--- config.mk ---
export PLATFORM = sky130hd
export DESIGN_NAME = cpp_ctrl
export DESIGN_NICKNAME = d
export VERILOG_FILES = /design/src/hdl/cpp_pkg.sv /design/src/hdl/cpp_ctrl.sv
export VERILOG_INCLUDE_DIRS = /design/src /design/src/hdl
export SDC_FILE = /design/constraint.sdc
export NUM_CORES = 1
export LEC_CHECK = 0
export ABC_AREA = 1
export BUFFER_PORTS_ARGS = -buffer_cell sky130_fd_sc_hd__buf_2
export CAP_MARGIN = 20
export CORE_MARGIN = 5
export CORE_UTILIZATION = 42
export CTS_CLUSTER_DIAMETER = 50
export DETAILED_ROUTE_END_ITERATION = 8
export GPL_TIMING_DRIVEN = 1
export PLACE_DENSITY = 0.74
export SLEW_MARGIN = 30
export SYNTH_ARGS = -nofsm -noshare
export SYNTH_HDL_FRONTEND = slang
export SYNTH_SLANG_ARGS = --single-unit
--- constraint.sdc ---
create_clock -name clk -period 1.2 [get_ports clk]
set_clock_uncertainty 0.05 [all_clocks]
set_input_delay 0.18 -clock clk [delete_from_list [all_inputs] [get_ports clk]]
set_output_delay 0.18 -clock clk [all_outputs]
set_load 0.1 [all_outputs]
--- src/hdl/closest_point_on_polyline_assert.svh ---
// Assertion macros used by the closest point search controller.
`ifndef CLOSEST_POINT_ON_POLYLINE_ASSERT_SVH
`define CLOSEST_POINT_ON_POLYLINE_ASSERT_SVH

// The consequent must hold in the same cycle as the antecedent.
`define CPP_ASSERT_SAME(label, ante, cons, msg) \
	label: assert property (@(posedge clk) disable iff (!arst_n) (ante) |-> (cons)) \
		else $error(msg);

// The consequent must hold in the cycle after the antecedent.
`define CPP_ASSERT_NEXT(label, ante, cons, msg) \
	label: assert property (@(posedge clk) disable iff (!arst_n) (ante) |=> (cons)) \
		else $error(msg);

`endif

--- src/hdl/cpp_pkg.sv ---
// Shared constants, command codes and control structures of the closest point search.
package cpp_pkg;

	// Coordinate and intermediate widths.
	localparam int COORD_BITS = 32;
	localparam int DIFF_W     = COORD_BITS + 1;
	localparam int MUL_W      = DIFF_W + 1;
	localparam int PROD_W     = 2 * MUL_W;
	localparam int LEN_W      = 2 * DIFF_W;
	localparam int Q_W        = DIFF_W;
	localparam int NUM_W      = Q_W + LEN_W;
	localparam int DIST_W     = 64;
	localparam int CNT_W      = $clog2(Q_W + 1);

	// Configuration port.
	localparam int CFG_W     = 32;
	localparam int CFG_IDX_W = 1;
	typedef logic [CFG_IDX_W-1:0] cfg_idx_t;
	localparam cfg_idx_t REG_QUERY_X = 1'd0;
	localparam cfg_idx_t REG_QUERY_Y = 1'd1;

	// Operand pairs of the shared multiplier.
	typedef logic [3:0] mul_sel_t;
	localparam mul_sel_t MUL_DXDX   = 4'd0;
	localparam mul_sel_t MUL_DYDY   = 4'd1;
	localparam mul_sel_t MUL_PXDX   = 4'd2;
	localparam mul_sel_t MUL_PYDY   = 4'd3;
	localparam mul_sel_t MUL_ADX_LO = 4'd4;
	localparam mul_sel_t MUL_ADX_HI = 4'd5;
	localparam mul_sel_t MUL_ADY_LO = 4'd6;
	localparam mul_sel_t MUL_ADY_HI = 4'd7;
	localparam mul_sel_t MUL_EXEX   = 4'd8;
	localparam mul_sel_t MUL_EYEY   = 4'd9;

	// Destinations of the registered product.
	typedef logic [3:0] acc_op_t;
	localparam acc_op_t ACC_NONE     = 4'd0;
	localparam acc_op_t ACC_LEN_SET  = 4'd1;
	localparam acc_op_t ACC_LEN_ADD  = 4'd2;
	localparam acc_op_t ACC_DOT_SET  = 4'd3;
	localparam acc_op_t ACC_DOT_ADD  = 4'd4;
	localparam acc_op_t ACC_NX_SET   = 4'd5;
	localparam acc_op_t ACC_NX_ADDHI = 4'd6;
	localparam acc_op_t ACC_NY_SET   = 4'd7;
	localparam acc_op_t ACC_NY_ADDHI = 4'd8;
	localparam acc_op_t ACC_D2_SET   = 4'd9;
	localparam acc_op_t ACC_D2_ADD   = 4'd10;

	// Source of the candidate point.
	typedef logic [1:0] cand_sel_t;
	localparam cand_sel_t CAND_NONE = 2'd0;
	localparam cand_sel_t CAND_A    = 2'd1;
	localparam cand_sel_t CAND_B    = 2'd2;
	localparam cand_sel_t CAND_Q    = 2'd3;

	// Commands from the controller to the datapath.
	typedef struct packed {
		logic      load_edge;
		logic      calc_delta;
		mul_sel_t  mul_sel;
		acc_op_t   acc_op;
		cand_sel_t cand_sel;
		logic      calc_diff;
		logic      div_start;
		logic      update_best;
		logic      emit;
	} cmd_t;

	// Status from the datapath to the controller.
	typedef struct packed {
		logic degen;
		logic last;
		logic dot_le0;
		logic dot_ge_len;
		logic div_busy;
		logic out_free;
	} status_t;

endpackage

--- src/hdl/cpp_ctrl.sv ---
// Controller: sequences one edge at a time through the datapath.
module cpp_ctrl (
	input  logic             clk,
	input  logic             arst_n,
	input  logic             in_valid,
	output logic             in_stall,
	input  cpp_pkg::status_t status,
	output cpp_pkg::cmd_t    cmd
);
	import cpp_pkg::*;

	localparam logic [4:0] S_IDLE      = 5'd0;
	localparam logic [4:0] S_DELTA     = 5'd1;
	localparam logic [4:0] S_LEN_A     = 5'd2;
	localparam logic [4:0] S_LEN_B     = 5'd3;
	localparam logic [4:0] S_DOT_A     = 5'd4;
	localparam logic [4:0] S_DOT_B     = 5'd5;
	localparam logic [4:0] S_DOT_C     = 5'd6;
	localparam logic [4:0] S_CLASS     = 5'd7;
	localparam logic [4:0] S_NUM_A     = 5'd8;
	localparam logic [4:0] S_NUM_B     = 5'd9;
	localparam logic [4:0] S_NUM_C     = 5'd10;
	localparam logic [4:0] S_NUM_D     = 5'd11;
	localparam logic [4:0] S_NUM_E     = 5'd12;
	localparam logic [4:0] S_DIV_START = 5'd13;
	localparam logic [4:0] S_DIV_WAIT  = 5'd14;
	localparam logic [4:0] S_INTERP    = 5'd15;
	localparam logic [4:0] S_DIFF      = 5'd16;
	localparam logic [4:0] S_D2_A      = 5'd17;
	localparam logic [4:0] S_D2_B      = 5'd18;
	localparam logic [4:0] S_D2_C      = 5'd19;
	localparam logic [4:0] S_UPDATE    = 5'd20;
	localparam logic [4:0] S_FINISH    = 5'd21;

	logic [4:0] state_q, state_d;

	assign in_stall = (state_q != S_IDLE);

	// State register.
	always_ff @(posedge clk or negedge arst_n) begin
		if (!arst_n) begin
			state_q <= S_IDLE;
		end else begin
			state_q <= state_d;
		end
	end

	// Next state and datapath commands.
	always_comb begin
		state_d         = state_q;
		cmd.load_edge   = 1'b0;
		cmd.calc_delta  = 1'b0;
		cmd.mul_sel     = MUL_DXDX;
		cmd.acc_op      = ACC_NONE;
		cmd.cand_sel    = CAND_NONE;
		cmd.calc_diff   = 1'b0;
		cmd.div_start   = 1'b0;
		cmd.update_best = 1'b0;
		cmd.emit        = 1'b0;
		case (state_q)
			S_IDLE: begin
				if (in_valid) begin
					cmd.load_edge = 1'b1;
					state_d       = S_DELTA;
				end
			end
			S_DELTA: begin
				cmd.calc_delta = 1'b1;
				state_d        = status.degen ? S_FINISH : S_LEN_A;
			end
			S_LEN_A: begin
				cmd.mul_sel = MUL_DXDX;
				state_d     = S_LEN_B;
			end
			S_LEN_B: begin
				cmd.acc_op  = ACC_LEN_SET;
				cmd.mul_sel = MUL_DYDY;
				state_d     = S_DOT_A;
			end
			S_DOT_A: begin
				cmd.acc_op  = ACC_LEN_ADD;
				cmd.mul_sel = MUL_PXDX;
				state_d     = S_DOT_B;
			end
			S_DOT_B: begin
				cmd.acc_op  = ACC_DOT_SET;
				cmd.mul_sel = MUL_PYDY;
				state_d     = S_DOT_C;
			end
			S_DOT_C: begin
				cmd.acc_op = ACC_DOT_ADD;
				state_d    = S_CLASS;
			end
			// Clamp to an endpoint, or go on to interpolate.
			S_CLASS: begin
				if (status.dot_le0) begin
					cmd.cand_sel = CAND_A;
					state_d      = S_DIFF;
				end else if (status.dot_ge_len) begin
					cmd.cand_sel = CAND_B;
					state_d      = S_DIFF;
				end else begin
					state_d = S_NUM_A;
				end
			end
			S_NUM_A: begin
				cmd.mul_sel = MUL_ADX_LO;
				state_d     = S_NUM_B;
			end
			S_NUM_B: begin
				cmd.acc_op  = ACC_NX_SET;
				cmd.mul_sel = MUL_ADX_HI;
				state_d     = S_NUM_C;
			end
			S_NUM_C: begin
				cmd.acc_op  = ACC_NX_ADDHI;
				cmd.mul_sel = MUL_ADY_LO;
				state_d     = S_NUM_D;
			end
			S_NUM_D: begin
				cmd.acc_op  = ACC_NY_SET;
				cmd.mul_sel = MUL_ADY_HI;
				state_d     = S_NUM_E;
			end
			S_NUM_E: begin
				cmd.acc_op = ACC_NY_ADDHI;
				state_d    = S_DIV_START;
			end
			S_DIV_START: begin
				cmd.div_start = 1'b1;
				state_d       = S_DIV_WAIT;
			end
			S_DIV_WAIT: begin
				if (!status.div_busy) begin
					state_d = S_INTERP;
				end
			end
			S_INTERP: begin
				cmd.cand_sel = CAND_Q;
				state_d      = S_DIFF;
			end
			S_DIFF: begin
				cmd.calc_diff = 1'b1;
				state_d       = S_D2_A;
			end
			S_D2_A: begin
				cmd.mul_sel = MUL_EXEX;
				state_d     = S_D2_B;
			end
			S_D2_B: begin
				cmd.acc_op  = ACC_D2_SET;
				cmd.mul_sel = MUL_EYEY;
				state_d     = S_D2_C;
			end
			S_D2_C: begin
				cmd.acc_op = ACC_D2_ADD;
				state_d    = S_UPDATE;
			end
			S_UPDATE: begin
				cmd.update_best = 1'b1;
				state_d         = S_FINISH;
			end
			// On the last edge, wait for room in the output register.
			S_FINISH: begin
				if (!status.last) begin
					state_d = S_IDLE;
				end else if (status.out_free) begin
					cmd.emit = 1'b1;
					state_d  = S_IDLE;
				end
			end
			default: begin
				state_d = S_IDLE;
			end
		endcase
	end

	`include "closest_point_on_polyline_assert.svh"

	`CPP_ASSERT_SAME(a_emit_out_free, cmd.emit, status.out_free, "result overwrote an untaken result")
	`CPP_ASSERT_NEXT(a_div_start_busy, cmd.div_start, status.div_busy, "divider did not start")
	`CPP_ASSERT_SAME(a_interp_div_idle, cmd.cand_sel == CAND_Q, !status.div_busy, "quotient used early")
	`CPP_ASSERT_NEXT(a_degen_skip, (state_q == S_DELTA) && status.degen, state_q == S_FINISH, "zero-length edge not skipped")

endmodule

==> impl_metrics.json, run 1 <==
{
  "status": "did not finish",
  "haltStage": "clock tree synthesis (4_1_cts)",
  "error_line": "[ERROR DPL-0038] Utilization greater than 100%, impossible to legalize",
  "cts_setup_buffers": 15,
  "die_w_um": 49.4,
  "post_cts_resize_count": 56,
  "cts_root_buf": "clkbuf_4",
  "yosys.cell_count.top_type": "nand2_1",
  "synth.top_cell.area_share_pct": 19.2,
  "synthCells": 114,
  "gp_congestion": 0.985,
  "ys_warn_count": 0,
  "synth_common_cells": "nand2_1, inv_1, nor2_1",
  "place_hpwl_um": 3080,
  "yosysTopAreaCell": "dfrtp_1",
  "die_h_um": 49.4,
  "avgSynthCellArea_um2": 5.72,
  "synth-async-reset-ratio_pct": 100,
  "num_rows": 14,
  "cts_hold_buffers": 1,
  "synth_ff_type": "dfrtp_1",
  "synth_edf_count": 0,
  "syn_nets": 123,
  "cts.sinks": 5,
  "syn_area_um2": 652,
  "synth_area_leaders": "dfrtp_1, nand2_1, inv_1",
  "ys_seq_area_share_pct": 19.2,
  "cts_buffers": 3,
  "dp_cells": 184,
  "ys_types": 23,
  "cts_buffer_depth": 2,
  "io_buffers": 25,
  "synth-seq-cells": 5,
  "io_pins": 26,
  "initial_utilization_pct": 43.8,
  "ctsHtreeMaxLevel": 1
}
-- through the flow --
stage | instance area, um2 | setup TNS (ps) | setup slack [ps] | hold WS [ps]
3_3_place_gp | 1410 | -6020 | -394 | -53.5
2_1_floorplan | 807 | -11580 | -1170 | -166
3_5_place_dp | 1410 | -8080 | -492 | -47.0
-- kinds of logic after synthesis --
kind of cell / Yosys count / share of synthesized area, %
buffers and inverters: 26 / 15.0
DFF: 5 / 19.2
and+or+nand+nor: 65 / 48.2
AOI/OAI and AO/OA: 18 / 17.7
==> inputs of run 2 (changes only) <==
CORE_AREA = 5 5 66 68   (was unset)
CORE_MARGIN = unset   (was 5)
CORE_UTILIZATION = unset   (was 42)
CTS_CLUSTER_DIAMETER = unset   (was 50)
DIE_AREA = 0 0 71 73   (was unset)
PLACE_DENSITY = unset   (was 0.74)
PLACE_DENSITY_LB_ADDON = 0.15   (was unset)
clock period = 1.6 ns   (was 1.2 ns; I/O delays follow)
==> run 2 against run 1 <==
The flow now finishes, with violations (setup timing). Area after synthesis unchanged. Synthesized cell count unchanged.
==> impl_metrics.json, run 2 <==
{
  "dpl-instance-area_mm2": 0.00141,
  "grt_max_degree": 8,
  "synth_common_cells": "nand2_1, inv_1, nor2_1",
  "num_rows": 23,
  "path_max_fanout": 3,
  "antenna_left": 0,
  "drtIter0Drc": 28,
  "finalCritPeriodShare_pct": 115,
  "synth.top_cell.area_share_pct": 19.2,
  "syn_nets": 123,
  "via_per_inst": 4.51,
  "clk_pin_slew_ps": 40,
  "fmax_mhz": 544,
  "fin_crit_ps": 1840,
  "setup_slack_ps": -238,
  "cp_num_buf_inv": 4,
  "area_delta_synth_final_pct": 188,
  "die_w_um": 71,
  "avgSynthCellArea_um2": 5.72,
  "synth_ff_type": "dfrtp_1",
  "crit_required_ps": 1310,
  "cts_tree": "yes",
  "final_cell_mix": "buf_4, nand2_1, buf_12, inv_1, buf_6",
  "crit_arrival_ps": 1550,
  "ys_types": 23,
  "end_kind": "primary output",
  "firstDrtPassIters": 4,
  "antenna_found_initial": 0,
  "nets": 197,
  "crit_path_max_incr_delay_ps": 430,
  "layout_commonest_cell": "buf_4",
  "dieArea_mm2": 0.00518,
  "die_h_um": 73,
  "maxCapViolCount": 0,
  "relSlewSlack_pct": 82.0,
  "largest_register_ffs": 5,
  "ys_seq_area_share_pct": 19.2,
  "synth_edf_count": 0,
  "cp_top_family": "buffers and inverters",
  "cts_buffer_depth": 2,
  "cts.sinks": 5,
  "finalHoldViolCount": 0,
  "drt_wl_total_um": 3020,
  "slowest_stage": "dfrtp_2",
  "ctsHtreeMaxLevel": 1,
  "gp_congestion": 0.866,
  "rsz0062_at_grt": "true",
  "grt_first_pass_wirelength_um": 4770,
  "yosysTopAreaCell": "dfrtp_1",
  "drv_slew": 0,
  "status": "finished, violations left",
  "post-route-cell-area_mm2": 0.00188,
  "place_hpwl_um": 2210,
  "grt_pass1_vias": 1030,
  "insertion_delay_ps": 220,
  "crit_path_cell_trace": "buf_12 -> nor2_4 -> buf_12 -> nand2_8 -> buf_6 -> o21ai_4 -> buf_12",
  "synth-async-reset-ratio_pct": 100,
  "synth-seq-cells": 5,
  "diodes": 0,
  "cts_buffers": 3,
  "yosys.cell_count.top_type": "nand2_1",
  "core_area_mm2": 0.00380,
  "critPathMostFrequentCell": "buf_12",
  "ys_warn_count": 0,
  "syn_area_um2": 652,
  "cts_root_buf": "clkbuf_8",
  "tightest_slew_ps": 269,
  "io_buffers": 25,
  "overflow": 0,
  "violations": "setup timing",
  "max_flop_register": "state_q",
  "initial_utilization_pct": 17.2,
  "hold_path.class": "input pin to flop",
  "io_pins": 26,
  "grt.total_usage_pct": 11.4,
  "drc_errors": 0,
  "synthCells": 114,
  "crit_type": "flop to primary output",
  "cp-start-kind": "flop",
  "drive_above_1_share_pct": 70.6,
  "top_regs": "state_q: 5 flops",
  "via_count": 1068,
  "setup_viol": 17,
  "detail_route.wl_per_cell_um": 12.7,
  "synth_area_leaders": "dfrtp_1, nand2_1, inv_1"
}
[run 2: cell counts after synthesis]
No cell type changed its count.
[run 2: cells by family (layout without fill, tap and decap cells)]
| logic type | after synthesis | count (layout) | synth area share, % |
|---|---|---|---|
| and+or+nand+nor | 65 | 65 | 48.2 |
| AOI/OAI and AO/OA | 18 | 18 | 17.7 |
| DFF | 5 | 5 | 19.2 |
| buffers and inverters | 26 | 99 | 15.0 |
[run 2: final timing paths]
check                                       start                     end  slack, ps  cells after the start
max reg2reg                state_q[2]$_DFFE_PN0P_  state_q[2]$_DFFE_PN0P_         20                     10
min in group asynchronous                  arst_n  state_q[1]$_DFFE_PN0P_        310                      2
min reg2reg                state_q[3]$_DFFE_PN0P_  state_q[1]$_DFFE_PN0P_        790                      3
max in group asynchronous                  arst_n  state_q[2]$_DFFE_PN0P_       1040                      2
min                                     status[0]  state_q[0]$_DFFE_PN0P_        260                      4
max                        state_q[2]$_DFFE_PN0P_                  cmd[9]       -240                      7
[run 2: final cells by class]
| type | count | area (um2) |
|---|---|---|
| flip-flops and latches | 5 | 131 |
| multi-input cells | 83 | 726 |
| clock buffers | 4 | 45.0 |
| repair buffers | 69 | 797 |
| well taps | 50 | 62.6 |
| fillers | 364 | 1920 |
| inverters | 26 | 118 |
[run 2: worst reg2reg max path, cell delays in order, from the launching register on]
cell and delay [ps]:
dfrtp_2 430, buf_12 130, nor2_4 110, buf_12 140, inv_8 50, buf_6 120
nor3_4 220, nor2_1 60, nand3_1 90, nand2_1 60, nand2_1 60
[run 2: timing repair]
| item | CTS | global route |
|---|---|---|
| buffers inserted | 7 | 15 |
| hold buffers | 1 | 0 |
| resized for setup | 20 | 40 |
| pin swaps | 7 | 16 |
| endpoints found under the setup margin | 17 | 20 |
| gates cloned | 0 | 0 |
| hold endpoints to repair | 5 | 0 |
[run 2: metrics by stage]
step	std cells	setup TNS [ps]	setup slack [ps]	util (%)	hold WS, ps
floorplan	114	-4890	-830	-	-106
global placement	211	-433	-97.4	37.2	7.42
global route	237	-4290	-312	49.5	289
CTS	223	-3000	-212	42.3	282
finish	237	-3190	-238	49.5	265
detailed placement	211	-248	-52.9	37.2	11.8
[run 2: routing by layer]
layer,part of all wire [%],global-route usage (%),wire length (um),vias up
met5,0,0,0,-
met4,2.6,5.01,78,0
met3,3.2,1.79,97,8
met2,55,20.9,1670,31
met1,39,12.9,1170,508
li1,-,-,-,521
Power of run 2 is left out: the tool's default activity adds up to more than one toggle a clock period on the data nets, which glitch-free logic cannot reach.
==> inputs of run 3 (changes only) <==
ABC_AREA = unset   (was 1)
==> run 3 against run 2 <==
The run still ends with setup timing left. Clock-buffer cell count did not move. Utilization shrank 4.5 points. Flip-flop and latch count unchanged. Routed wire length down 15%. Synthesized cell count down 23%. Area after synthesis decreased by 6.5%. Critical endpoint is now cmd[10].
==> impl_metrics.json, run 3 <==
{
  "syn_area_um2": 609,
  "io_pins": 26,
  "crit_arrival_ps": 1630,
  "gp_congestion": 0.861,
  "setup_slack_ps": -320,
  "synth_ff_type": "dfrtp_1",
  "grt_pass1_vias": 919,
  "layout_commonest_cell": "buf_4",
  "yosysTopAreaCell": "dfrtp_1",
  "drc_errors": 0,
  "antenna_left": 0,
  "core_area_mm2": 0.00380,
  "rsz0062_at_grt": "true",
  "ys_types": 34,
  "detail_route.wl_per_cell_um": 13.1,
  "crit_required_ps": 1310,
  "clk_pin_slew_ps": 30,
  "ys_seq_area_share_pct": 20.5,
  "max_flop_register": "state_q",
  "diodes": 0,
  "top_regs": "state_q: 5 flops",
  "dpl-instance-area_mm2": 0.00140,
  "post-route-cell-area_mm2": 0.00171,
  "area_delta_synth_final_pct": 180,
  "die_h_um": 73,
  "drv_slew": 0,
  "via_count": 870,
  "finalHoldViolCount": 0,
  "cts_buffer_depth": 2,
  "grt.total_usage_pct": 10.1,
  "fillers": 382,
  "final_cell_mix": "buf_4, buf_12, buf_6, nor2_4, buf_2",
  "finalCritPeriodShare_pct": 120,
  "overflow": 0,
  "synth.top_cell.area_share_pct": 20.5,
  "slowest_stage": "dfrtp_2",
  "crit_path_max_incr_delay_ps": 440,
  "antenna_found_initial": 0,
  "place_hpwl_um": 1930,
  "cts.sinks": 5,
  "largest_register_ffs": 5,
  "firstDrtPassIters": 4,
  "nets": 157,
  "violations": "setup timing",
  "grt_max_degree": 13,
  "num_rows": 23,
  "fmax_mhz": 521,
  "cts_root_buf": "clkbuf_8",
  "initial_utilization_pct": 16.0,
  "relSlewSlack_pct": 81.2,
  "crit_path_cell_trace": "nor2b_4 -> mux2_4 -> a22oi_2 -> buf_4 -> o32ai_4 -> buf_12",
  "synth_edf_count": 0,
  "end_kind": "primary output",
  "synthCells": 88,
  "syn_nets": 97,
  "synth_area_leaders": "dfrtp_1, nor2_1, a21oi_1",
  "dieArea_mm2": 0.00518,
  "status": "finished, violations left",
  "setup_viol": 18,
  "tightest_slew_ps": 279,
  "cts_buffers": 3,
  "drive_above_1_share_pct": 74.1,
  "drtIter0Drc": 26,
  "fin_crit_ps": 1920,
  "avgSynthCellArea_um2": 6.92,
  "crit_type": "flop to primary output",
  "cp-start-kind": "flop",
  "maxCapViolCount": 0,
  "cts_tree": "yes",
  "io_buffers": 25,
  "ctsHtreeMaxLevel": 1,
  "insertion_delay_ps": 220,
  "die_w_um": 71,
  "drt_wl_total_um": 2580,
  "postLayoutCoreUtil_pct": 45.0,
  "path_max_fanout": 5,
  "yosys.cell_count.top_type": "nor2_1",
  "grt_first_pass_wirelength_um": 4130,
  "synth_common_cells": "nor2_1, nand2_1, a21oi_1",
  "via_per_inst": 4.42,
  "hold_path.class": "input pin to flop",
  "synth-async-reset-ratio_pct": 100,
  "synth-seq-cells": 5,
  "ys_warn_count": 0
}
run 3: repair_timing:
item / CTS / global route
hold endpoints to repair: 5 / 0
endpoints found under the setup margin: 20 / 20
buffers inserted: 8 / 9
hold buffers: 1 / 0
resized for setup: 27 / 11
pin swaps: 5 / 9
run 3: final timing paths:
check / endpoint / startpoint / cells past startpoint / slack (ps)
setup reg to reg: state_q[0]$_DFFE_PN0P_ / state_q[4]$_DFFE_PN0P_ / 6 / -70
hold / removal: state_q[0]$_DFFE_PN0P_ / in_valid / 3 / 300
setup / recovery: cmd[10] / state_q[4]$_DFFE_PN0P_ / 6 / -320
hold reg to reg: state_q[3]$_DFFE_PN0P_ / state_q[4]$_DFFE_PN0P_ / 2 / 660
max in group asynchronous: state_q[2]$_DFFE_PN0P_ / arst_n / 2 / 1030
min in group asynchronous: state_q[1]$_DFFE_PN0P_ / arst_n / 2 / 320
run 3: cell type report:
cell class                      instances  area [um2]  area share [%]
Inverter                                4        15.0           0.879
Timing Repair Buffer                   64         741            43.4
Sequential cell                         5         129            7.55
Multi-Input combinational cell         70         716            41.9
Tap cell                               50        62.6            3.66
Clock buffer                            4        45.0            2.64
run 3: cells by family (layout without fill, tap and decap cells):
group	count (synthesis)	in the layout	synth area share (%)
flops	5	5	20.5
mux	2	2	3.49
compound gates	22	22	25.5
simple gates	46	46	39.8
buf+inv	13	72	10.7
run 3: per-stage QoR:
stage	cells	hold WS [ps]	TNS, ps	setup WS, ps
final	197	296	-3560	-320
after global placement	177	12.7	-781	-150
after floorplan	88	-106	-4500	-600
after detailed placement	177	13.4	-785	-154
after global routing	197	298	-4480	-366
after CTS	190	298	-3690	-318
run 3: layer usage:
layer	vias up	track usage [%]	part of all wire (%)	routed length (um)
li1	434	-	-	-
met1	410	11.4	39	1010
met2	21	17.5	55	1410
met3	5	1.93	4.5	115
met4	0	6.05	1.7	45
met5	-	0	0	0
run 3: worst max-delay path: cells and delay by family, from the launching register on:
family / cells / cell delay [ps]
simple gates: 1 / 140
mux: 1 / 270
flops: 1 / 440
compound gates: 2 / 220
buf+inv: 2 / 340
Power of run 3 is left out for the same reason.
